[src/rtl/ole_pkg.sv]
// Shared types and codes for the ordered list engine.
package ole_pkg;

   localparam int unsigned POS_W      = 7;
   localparam int unsigned ITEM_W     = 32;
   localparam int unsigned CNT_FLD_W  = 7;

   typedef enum logic [2:0] {
      OP_APPEND   = 3'd0,
      OP_INSERT   = 3'd1,
      OP_DELETE   = 3'd2,
      OP_REMOVE   = 3'd3,
      OP_SET      = 3'd4,
      OP_GET      = 3'd5,
      OP_GET_LAST = 3'd6
   } req_op_type;

   typedef enum logic [1:0] {
      ACT_HOLD,
      ACT_LOAD,
      ACT_TAKE_LEFT,
      ACT_TAKE_RIGHT
   } cell_act_type;

   typedef enum logic {
      ST_IDLE,
      ST_EXEC
   } fsm_state_type;

   typedef struct packed {
      logic [2:0]        req_type;
      logic [POS_W-1:0]  position;
      logic [ITEM_W-1:0] item_value;
   } req_word_type;

   typedef struct packed {
      logic                 ok;
      logic [ITEM_W-1:0]    item_read;
      logic [CNT_FLD_W-1:0] entry_count;
   } rsp_word_type;

   // per-cell control from the sequencer
   typedef struct packed {
      cell_act_type act;
      logic         capture;
      logic         live;
      logic         tap_sel;
   } cell_ctl_type;

endpackage

[src/rtl/ole_rsp_fifo.sv]
// Two-word result queue between the list sequencer and the result channel.
module ole_rsp_fifo (
   input  logic                  clock,
   input  logic                  reset,
   input  logic                  push,
   input  ole_pkg::rsp_word_type push_word,
   output logic                  full,
   output logic                  rsp_valid,
   input  logic                  rsp_stall,
   output ole_pkg::rsp_word_type rsp_word
);

   ole_pkg::rsp_word_type slot0_ff, slot0_in;
   ole_pkg::rsp_word_type slot1_ff, slot1_in;
   logic [1:0]            fill_ff, fill_in;
   logic                  pop;
   logic [1:0]            target;

   assign pop = (fill_ff != 2'd0) && !rsp_stall;

   always_comb begin
      slot0_in = slot0_ff;
      slot1_in = slot1_ff;
      if (pop) begin
         slot0_in = slot1_ff;
      end
      target = fill_ff - {1'b0, pop};
      if (push) begin
         if (target == 2'd0) begin
            slot0_in = push_word;
         end else begin
            slot1_in = push_word;
         end
      end
      fill_in = fill_ff + {1'b0, push} - {1'b0, pop};
   end

   always_ff @(posedge clock) begin
      if (reset) begin
         fill_ff <= 2'd0;
      end else begin
         fill_ff <= fill_in;
      end
      slot0_ff <= slot0_in;
      slot1_ff <= slot1_in;
   end

   assign full      = (fill_ff == 2'd2);
   assign rsp_valid = (fill_ff != 2'd0);
   assign rsp_word  = slot0_ff;

endmodule

[config.mk]
export PLATFORM = sky130hd
export DESIGN_NAME = ole_rsp_fifo
export DESIGN_NICKNAME = d
export VERILOG_FILES = /design/src/rtl/ole_pkg.sv /design/src/rtl/ole_rsp_fifo.sv
export SDC_FILE = /design/constraint.sdc
export NUM_CORES = 1
export LEC_CHECK = 0
export ABC_CLOCK_PERIOD_IN_PS = 3000
export BUFFER_PORTS_ARGS = -buffer_cell sky130_fd_sc_hd__buf_2
export CORE_MARGIN = 5
export CORE_UTILIZATION = 45
export DETAILED_ROUTE_END_ITERATION = 7
export GPL_ROUTABILITY_DRIVEN = 0
export PLACE_DENSITY_LB_ADDON = 0.05
export SETUP_SLACK_MARGIN = 0.3
export SLEW_MARGIN = 20
export SYNTH_ARGS = -nofsm -noshare
export SYNTH_HDL_FRONTEND = slang
export SYNTH_SLANG_ARGS = --single-unit
[constraint.sdc]
create_clock -name clock -period 3 [get_ports clock]
set_clock_uncertainty 0.2 [all_clocks]
set_input_delay 0.3 -clock clock [delete_from_list [all_inputs] [get_ports clock]]
set_output_delay 0.3 -clock clock [all_outputs]
set_load 0.01 [all_outputs]
==> metrics <==
status complete, no violations; CTS tree yes; crit path kind flop to flop; Layout area overhead 38.8%; die footprint 8490 µm²; drt wl/cell approximately 16 µm; Antenna Cells 0; Clk Latency, worst-skew pair 0.34 ns; required time worst endpoint 3.02 ns; Max stage delay cell, worst path a21oi_4; fmax 461 MHz; CTS root buf clkbuf_8; count of cell types in the netlist 17; drt drc 0; port bufs 85; PwrDens 673 nW/µm²; Worst-path clk slew 0.08 ns; R2R setup slack 0.83 ns; sequential area share after synthesis 67.2%; Post-Route Setup TNS 0 ns; CTS Buf Count 9; flop and latch count out of synthesis 82; largest net degree at the start of global routing 43; simple-gate share of the synthesized area 6.01%; Via-to-Cell Ratio about 5.3; CP top delay family compound AO/OA/AOI/OAI gates; Avg Cell Area, Syn ~13 µm²; Initial Util 45.5%; Final setup viols 0; Worst Hold Class flop to flop; relative slew slack 34.7%; total gr overflow 0; Hold Crit Depth 2; dpl hpwl 4.16 mm; r2r worst-path depth 4; xor/xnor cell area share of the yosys netlist 0.288%; Post-Syn Instances 236; H-tree depth 3; Critical Path Stages 4; crit path cell chain a21oi_4, nand2_1, buf_4, a2bb2oi_1; crit path DAT roughly 2.2 ns; DRT Wirelength roughly 7.2 mm; initial antenna violation count 1; WP buf/inv 1; cts repair resizes 0; synthesized cell area 3040 µm²; Worst Max-Slew Pin Slew 0.977 ns; max-cap check violation count 0; core area 6680 µm²; CP peak stage delay 0.56 ns; Worst VDD drop slightly above 0.3 mV; Place WS about 0.73 ns; multiplexer share of the synthesized area 0.371%; period utilization between 70% and 80%; vias around 2300; RSZ-0062 raised after global routing false; Synth Net Count 281; final hold violations 0; Ports 86; final antenna-violating net count 0; minimum clock period 2.17 ns; worst hold slack approximately 0.25 ns; Die Y between 90 and 100 µm; CTS Sinks 82; crit-path max FO 22; first-pass GRT wire length about 12 mm; CP Capture Type flop; startpoint types flop; Nets between 400 and 500; post-synthesis compound-gate area fraction between 20 and 25%; Final WS setup 0.833 ns; largest family of logic cells by synthesized area compound AO/OA/AOI/OAI gates; Post-Synth Adder-Cell Area 0.412%; YS warnings 0; number of global-route vias before repair 2262; Global Route Usage Sum 17.3%; share of cells above drive strength 1 30.4%; clk buf depth 2; filler instances 552; DRT Pass-1 Iters 4; std cell rows 30; LEAKAGE 1.86 nW; pins over their slew limit 0; die extent in x roughly 92 µm; total power 0.00284 W; DR iter-0 viols 100
[stage by stage]
stage / utilization, % / instances / area [µm²]
floorplan: - / 236 / 3040
global placement: 52.7 / 384 / 3520
detailed placement: 52.7 / 384 / 3520
CTS: 62.7 / 441 / 4190
global route: 63.1 / 442 / 4220
finish: 63.1 / 442 / 4220
[report_power, final]
group / total, W / internal (W) / switching, W
clock: 0.00101 / 0.000638 / 0.000376
sequential: 0.00134 / 0.00129 / 0.0000524
combinational: 0.000481 / 0.000234 / 0.000247
[Yosys cell counts]
master	count	area share (%)
a22oi_1	40	9.9
o21ba_2	1	0.33
edfxtp_1	40	40
a2bb2oi_1	40	12
nor2b_1	3	0.62
dfxtp_1	42	28
buf_2	16	2.6
o21ai_0	1	0.16
or2_2	1	0.21
nand2_1	41	5.1
clkbuf_1	5	0.62
nor2_1	1	0.12
mux2_2	1	0.37
xor2_1	1	0.29
o21bai_1	1	0.25
a21oi_2	1	0.29
ha_1	1	0.41
[final timing paths]
| kind | start | end |
|---|---|---|
| worst max register to register | fill_ff[0] | rsp_word[29] |
| worst min-delay path | rsp_word[32] | rsp_word[32] |
| worst max-delay path | fill_ff[0] | rsp_word[29] |
| worst min register to register | rsp_word[32] | rsp_word[32] |
[cells by family (layout without fill, tap and decap cells)]
kind of cell	after synthesis	after routing
compound gates	84	84
simple gates	46	46
flops	82	82
xor+xnor	1	1
mux	1	1
buf+inv	21	147
fa+ha+maj	1	1
[cells in the final DEF, fill, tap and decap left out, types with 2 or more instances in the layout]
cell,Yosys,routed
a2bb2oi_1,40,40
dlygate4sd3_1,0,41
a22oi_1,40,40
bufinv_16,0,4
clkbuf_8,0,9
nor2b_1,3,2
buf_2,16,85
clkbuf_1,5,2
buf_4,0,4
edfxtp_1,40,40
nand2_1,41,41
dfxtp_1,42,42
[tightest hold or removal path, cell delays in order, from the launching register on]
cell	delay, ns
dfxtp_1	0.31
nand2_1	0.05
a2bb2oi_1	0.05
[state kept, by name, indices dropped and copies added, names as in the netlist]
signal    cells
rsp_word     40
slot1_ff     40
fill_ff       2
[layout make-up]
type	count	area (µm²)	share of cell area, %
clock buffer	11	131	3.11
clock inverter	5	128	3.03
multi-input combinational	133	923	21.9
sequential	82	2040	48.4
tap	80	100	2.37
timing repair buffer	131	893	21.2
[routing by layer]
layer	GRT usage, %	up-vias	wire, µm
met5	0	-	13
met4	7.43	2	84
met3	3.86	10	351
met2	26.6	62	3410
met1	23.4	1109	3340
li1	-	1142	-
[timing repair]
item,CTS,global route
endpoints found under the setup margin,0,0
buffers inserted,0,0
endpoints found under the hold margin,43,0
hold buffers,41,0
Note: power is estimated with default switching activity, not from simulation.
