===== src/rtl/ole_pkg.sv =====
// Shared types and codes for the ordered list engine.
package ole_pkg;

   localparam int unsigned POS_W      = 7;
   localparam int unsigned ITEM_W     = 32;
   localparam int unsigned CNT_FLD_W  = 7;

   typedef enum logic [2:0] {
      OP_APPEND   = 3'd0,
      OP_INSERT   = 3'd1,
      OP_DELETE   = 3'd2,
      OP_REMOVE   = 3'd3,
      OP_SET      = 3'd4,
      OP_GET      = 3'd5,
      OP_GET_LAST = 3'd6
   } req_op_type;

   typedef enum logic [1:0] {
      ACT_HOLD,
      ACT_LOAD,
      ACT_TAKE_LEFT,
      ACT_TAKE_RIGHT
   } cell_act_type;

   typedef enum logic {
      ST_IDLE,
      ST_EXEC
   } fsm_state_type;

   typedef struct packed {
      logic [2:0]        req_type;
      logic [POS_W-1:0]  position;
      logic [ITEM_W-1:0] item_value;
   } req_word_type;

   typedef struct packed {
      logic                 ok;
      logic [ITEM_W-1:0]    item_read;
      logic [CNT_FLD_W-1:0] entry_count;
   } rsp_word_type;

   // per-cell control from the sequencer
   typedef struct packed {
      cell_act_type act;
      logic         capture;
      logic         live;
      logic         tap_sel;
   } cell_ctl_type;

endpackage


===== src/rtl/ole_cell.sv =====
// One entry cell of the list chain: holds an entry, shifts, compares, taps.
module ole_cell #(
   parameter int unsigned ITEM_BITS = 32
) (
   input  logic                  clock,
   input  ole_pkg::cell_ctl_type ctl,
   input  logic [ITEM_BITS-1:0]  cap_val,
   input  logic [ITEM_BITS-1:0]  load_val,
   input  logic [ITEM_BITS-1:0]  left_val,
   input  logic [ITEM_BITS-1:0]  right_val,
   output logic [ITEM_BITS-1:0]  entry_val,
   output logic                  match,
   output logic [ITEM_BITS-1:0]  tap
);

   logic [ITEM_BITS-1:0] entry_ff, entry_in;
   logic                 match_ff, match_in;
   logic [ITEM_BITS-1:0] tap_ff, tap_in;

   always_comb begin
      case (ctl.act)
         ole_pkg::ACT_LOAD:       entry_in = load_val;
         ole_pkg::ACT_TAKE_LEFT:  entry_in = left_val;
         ole_pkg::ACT_TAKE_RIGHT: entry_in = right_val;
         default:                 entry_in = entry_ff;
      endcase
   end

   always_comb begin
      match_in = match_ff;
      tap_in   = tap_ff;
      if (ctl.capture) begin
         match_in = ctl.live && (entry_ff == cap_val);
         tap_in   = ctl.tap_sel ? entry_ff : '0;
      end
   end

   always_ff @(posedge clock) begin
      entry_ff <= entry_in;
      match_ff <= match_in;
      tap_ff   <= tap_in;
   end

   assign entry_val = entry_ff;
   assign match     = match_ff;
   assign tap       = tap_ff;

endmodule


===== config.mk =====
export PLATFORM = sky130hd
export DESIGN_NAME = ole_cell
export DESIGN_NICKNAME = d
export VERILOG_FILES = /design/src/rtl/ole_pkg.sv /design/src/rtl/ole_cell.sv
export SDC_FILE = /design/constraint.sdc
export NUM_CORES = 1
export LEC_CHECK = 0
export BUFFER_PORTS_ARGS = -buffer_cell sky130_fd_sc_hd__buf_2
export CORE_ASPECT_RATIO = 0.8
export CORE_MARGIN = 10
export CORE_UTILIZATION = 46
export DETAILED_ROUTE_END_ITERATION = 16
export PLACE_DENSITY_LB_ADDON = 0.25
export REMOVE_ABC_BUFFERS = 1
export SLEW_MARGIN = 15
export SYNTH_ARGS = -nofsm -noshare
export SYNTH_HDL_FRONTEND = slang
export SYNTH_SLANG_ARGS = --single-unit

===== constraint.sdc =====
create_clock -name clock -period 2.77 [get_ports clock]
set_input_delay 0.277 -clock clock [delete_from_list [all_inputs] [get_ports clock]]
set_output_delay 0.277 -clock clock [all_outputs]
set_load 0.005 [all_outputs]

==> metrics.md <==
| Metric | Value |
|---|---|
| Crit. End Element | flop |
| Leak | 2.11 nW |
| Post-DP HPWL | 7580 um |
| Crit path max-delay family | simple AND/OR/NAND/NOR gates |
| Fmax | 0.658 GHz |
| Run status | completed |
| Pwr dens | 599 mW/mm2 |
| FP Rows | 27 |
| Initial antenna violation count | 0 |
| Min-delay worst type | in -> reg |
| Yosys cell types | 17 |
| Avg WL per Cell | 17.4 um |
| Die area | 0.0107 mm2 |
| Fraction of layout cells with a size suffix above 1 | 47.6% |
| Pre-CTS setup slack | 1.28 ns |
| Total CTS buffers | 9 |
| Post-cts repair resize count | 0 |
| Global Route Usage Sum | 16.8% |
| Max rail drop VDD | 0.000399 V |
| Arrival time worst endpoint | 1.70 ns |
| Crit-path max FO | 3 |
| Setup ws final | 1.25 ns |
| # fillers | 565 |
| Synthesized instance count | 252 |
| Fin area | 0.00449 mm2 |
| Core area | 0.00679 mm2 |
| Met3 wire len | 1140 um |
| Placed Instance Area | 0.00423 mm2 |
| Antenna cells | 0 |
| Starting Density | 46.8% |
| Die width | 113 um |
| Worst Hold End | entry_val[21]$_DFFE_PP_ |
| Buffers on Ports | 198 |
| Max Slew Vio Count | 0 |
| Stages on the worst setup path | 4 |
| Total I/O pin count | 199 |
| Worst Hold Path Cells | 3 |
| Setup bufs post-CTS | 0 |
| CP cell instances | xor2_1 -> nor4_1 -> nand4_1 -> nor3_2 |
| Gr ovfl total | 0 |
| Synthesized area per cell | 12.6 um2 |
| Final Setup Violations | 0 |
| Area of the mapped netlist | 0.00318 mm2 |
| Vias in the first global route | 2744 |
| CP required | 2.96 ns |
| Hold-fix buffers, CTS | 0 |
| Max Cap Violations | 0 |
| H-tree Lvls | 3 |
| Clk root buf | clkbuf_8 |
| Worst setup SP type | flop |
| FF-to-FF End | match$_DFFE_PP_ |
| Worst-Margin Slew | 0.773 ns |
| CTS Sinks | 65 |
| First-pass GRT wire length | 14000 um |
| Fin crit share | 54.8% |
| Final hold viol count | 0 |
| Crit-path slowest cell | edfxtp_1 |
| CTS tree | built |
| Maximum root-to-sink buffer count | 2 |
| Layout area overhead | 41.0% |
| Routed vias/inst | 4.80 |
| Slowest stage delay, CP | 0.42 ns |
| Detail Route Antenna Nets | 0 |
| Path depth of the worst reg2reg path | 4 |
| Post-route DRC | 0 |
| Reg-to-Reg Start | entry_val[27]$_DFFE_PP_ |
| Worst Clk Skew | 0.00526 ns |
| Final min period | 1.52 ns |
| CTS clk-pin slew, worst paths | 0.07 ns |
| Initial DRC count | 64 |
| GP Congestion | 0.739 |
| Top sig layer | met4 |
| Max-slew headroom | 48.5% |
| Setup slack, reg-to-reg | 1.25 ns |
| Clock Latency Late Sink | 0.33 ns |
| Met2 wire length | 4800 um |
| Hold slack final | 0.267 ns |
| DR vias | 2597 |
| #FFs+latches synth | 65 |
| Crit Path Class | reg -> reg |
| Buf/Inv on CP | 0 |
| Hold_sp | load_val[21] |
| RSZ-0062 raised after global routing | no |
| Sequential share of the synthesized area | 61.4% |
| Fin Setup TNS | 0 ns |
| Yosys warnings | 0 |
| Nets | 583 |
| Total Wirelength | 9420 um |
| Pin count of the biggest net entering global routing | 65 |
| Die H | 94.4 um |
| First-pass DRT Iterations | 4 |
| Metal1 wirelength | 3390 um |
## synthesized netlist by cell type
| cell type | n | area, um2 |
|---|---|---|
| or2_2 | 1 | 6.26 |
| clkbuf_1 | 7 | 26.3 |
| buf_2 | 2 | 10.0 |
| mux2i_1 | 32 | 320 |
| and2_1 | 32 | 200 |
| nor4_1 | 7 | 43.8 |
| xor2_1 | 31 | 272 |
| nor3_2 | 1 | 10.0 |
| nand3_1 | 2 | 10.0 |
| edfxtp_1 | 65 | 1950 |
| nor3_1 | 1 | 5.00 |
| xnor2_1 | 1 | 8.76 |
| nor2_1 | 32 | 120 |
| buf_1 | 2 | 7.51 |
| buf_4 | 3 | 22.5 |
| a21oi_1 | 32 | 160 |
| nand4_1 | 1 | 6.26 |
## tightest hold or removal path, stage by stage
cell and delay [ns]:
buf_2 0.07, nor2_1 0.03, a21oi_1 0.10
## layout by cell type (no fill, tap or decap)
| cell type | n |
|---|---|
| buf_2 | 198 |
| edfxtp_1 | 65 |
| mux2i_1 | 32 |
| nor2_1 | 32 |
| a21oi_1 | 32 |
| and2_1 | 32 |
| xor2_1 | 31 |
| clkbuf_8 | 9 |
| nor4_1 | 7 |
| bufinv_16 | 4 |
| nand3_1 | 2 |
| clkinv_1 | 2 |
| buf_4 | 2 |
| nand4_1 | 1 |
| xnor2_1 | 1 |
| nor3_1 | 1 |
| nor3_2 | 1 |
| or2_2 | 1 |
| clkinv_2 | 1 |
## cells by family (layout without fill, tap and decap cells)
group	after synthesis	after routing	share of synthesized area [%]
muxes	32	32	10.1
and+or+nand+nor	77	77	12.6
DFF	65	65	61.4
buffers and inverters	14	216	2.09
AOI/OAI and AO/OA	32	32	5.04
xor gates and xnor gates	32	32	8.81
## metrics by stage
stage	instances	utilization (%)	power (mW)
after floorplan	238	-	1.42
after global placement	525	62.3	1.67
after detailed placement	525	62.3	1.69
after CTS	541	66.1	2.72
after global routing	541	66.1	2.80
final	541	66.1	2.69
## state kept, by name, indices dropped and copies added (netlist names)
signal	count
entry_val	32
match	1
tap	32
## power by group
part | leakage, nW | internal, mW | switching [mW]
logic | 1.32 | 0.214 | 0.193
registers | 0.662 | 1.20 | 0.0568
clock network | 0.128 | 0.681 | 0.343
total | 2.11 | 2.09 | 0.593
## area by class of cell
class	count	area, um2	area share (%)
Sequential cell	65	1950	43.5
Clock buffer	9	124	2.76
Timing Repair Buffer	200	1010	22.4
Multi-Input combinational cell	173	1160	25.9
Clock inverter	7	133	2.96
Tap cell	87	109	2.43
## layer usage
metal  up-vias  global-route usage (%)
li1       1296                       -
met1      1172                    16.9
met2       122                    29.8
met3         7                    8.56
met4         0                    5.38
met5         -                       0
## worst max path at each step
stage | start | end
floorplan | entry_val[17]$_DFFE_PP_ | match$_DFFE_PP_
global placement | ctl[3] | entry_val[25]$_DFFE_PP_
detailed placement | entry_val[27]$_DFFE_PP_ | match$_DFFE_PP_
CTS | entry_val[27]$_DFFE_PP_ | match$_DFFE_PP_
global route | entry_val[27]$_DFFE_PP_ | match$_DFFE_PP_
finish | entry_val[27]$_DFFE_PP_ | match$_DFFE_PP_
Note: power is estimated with default switching activity, not from simulation.
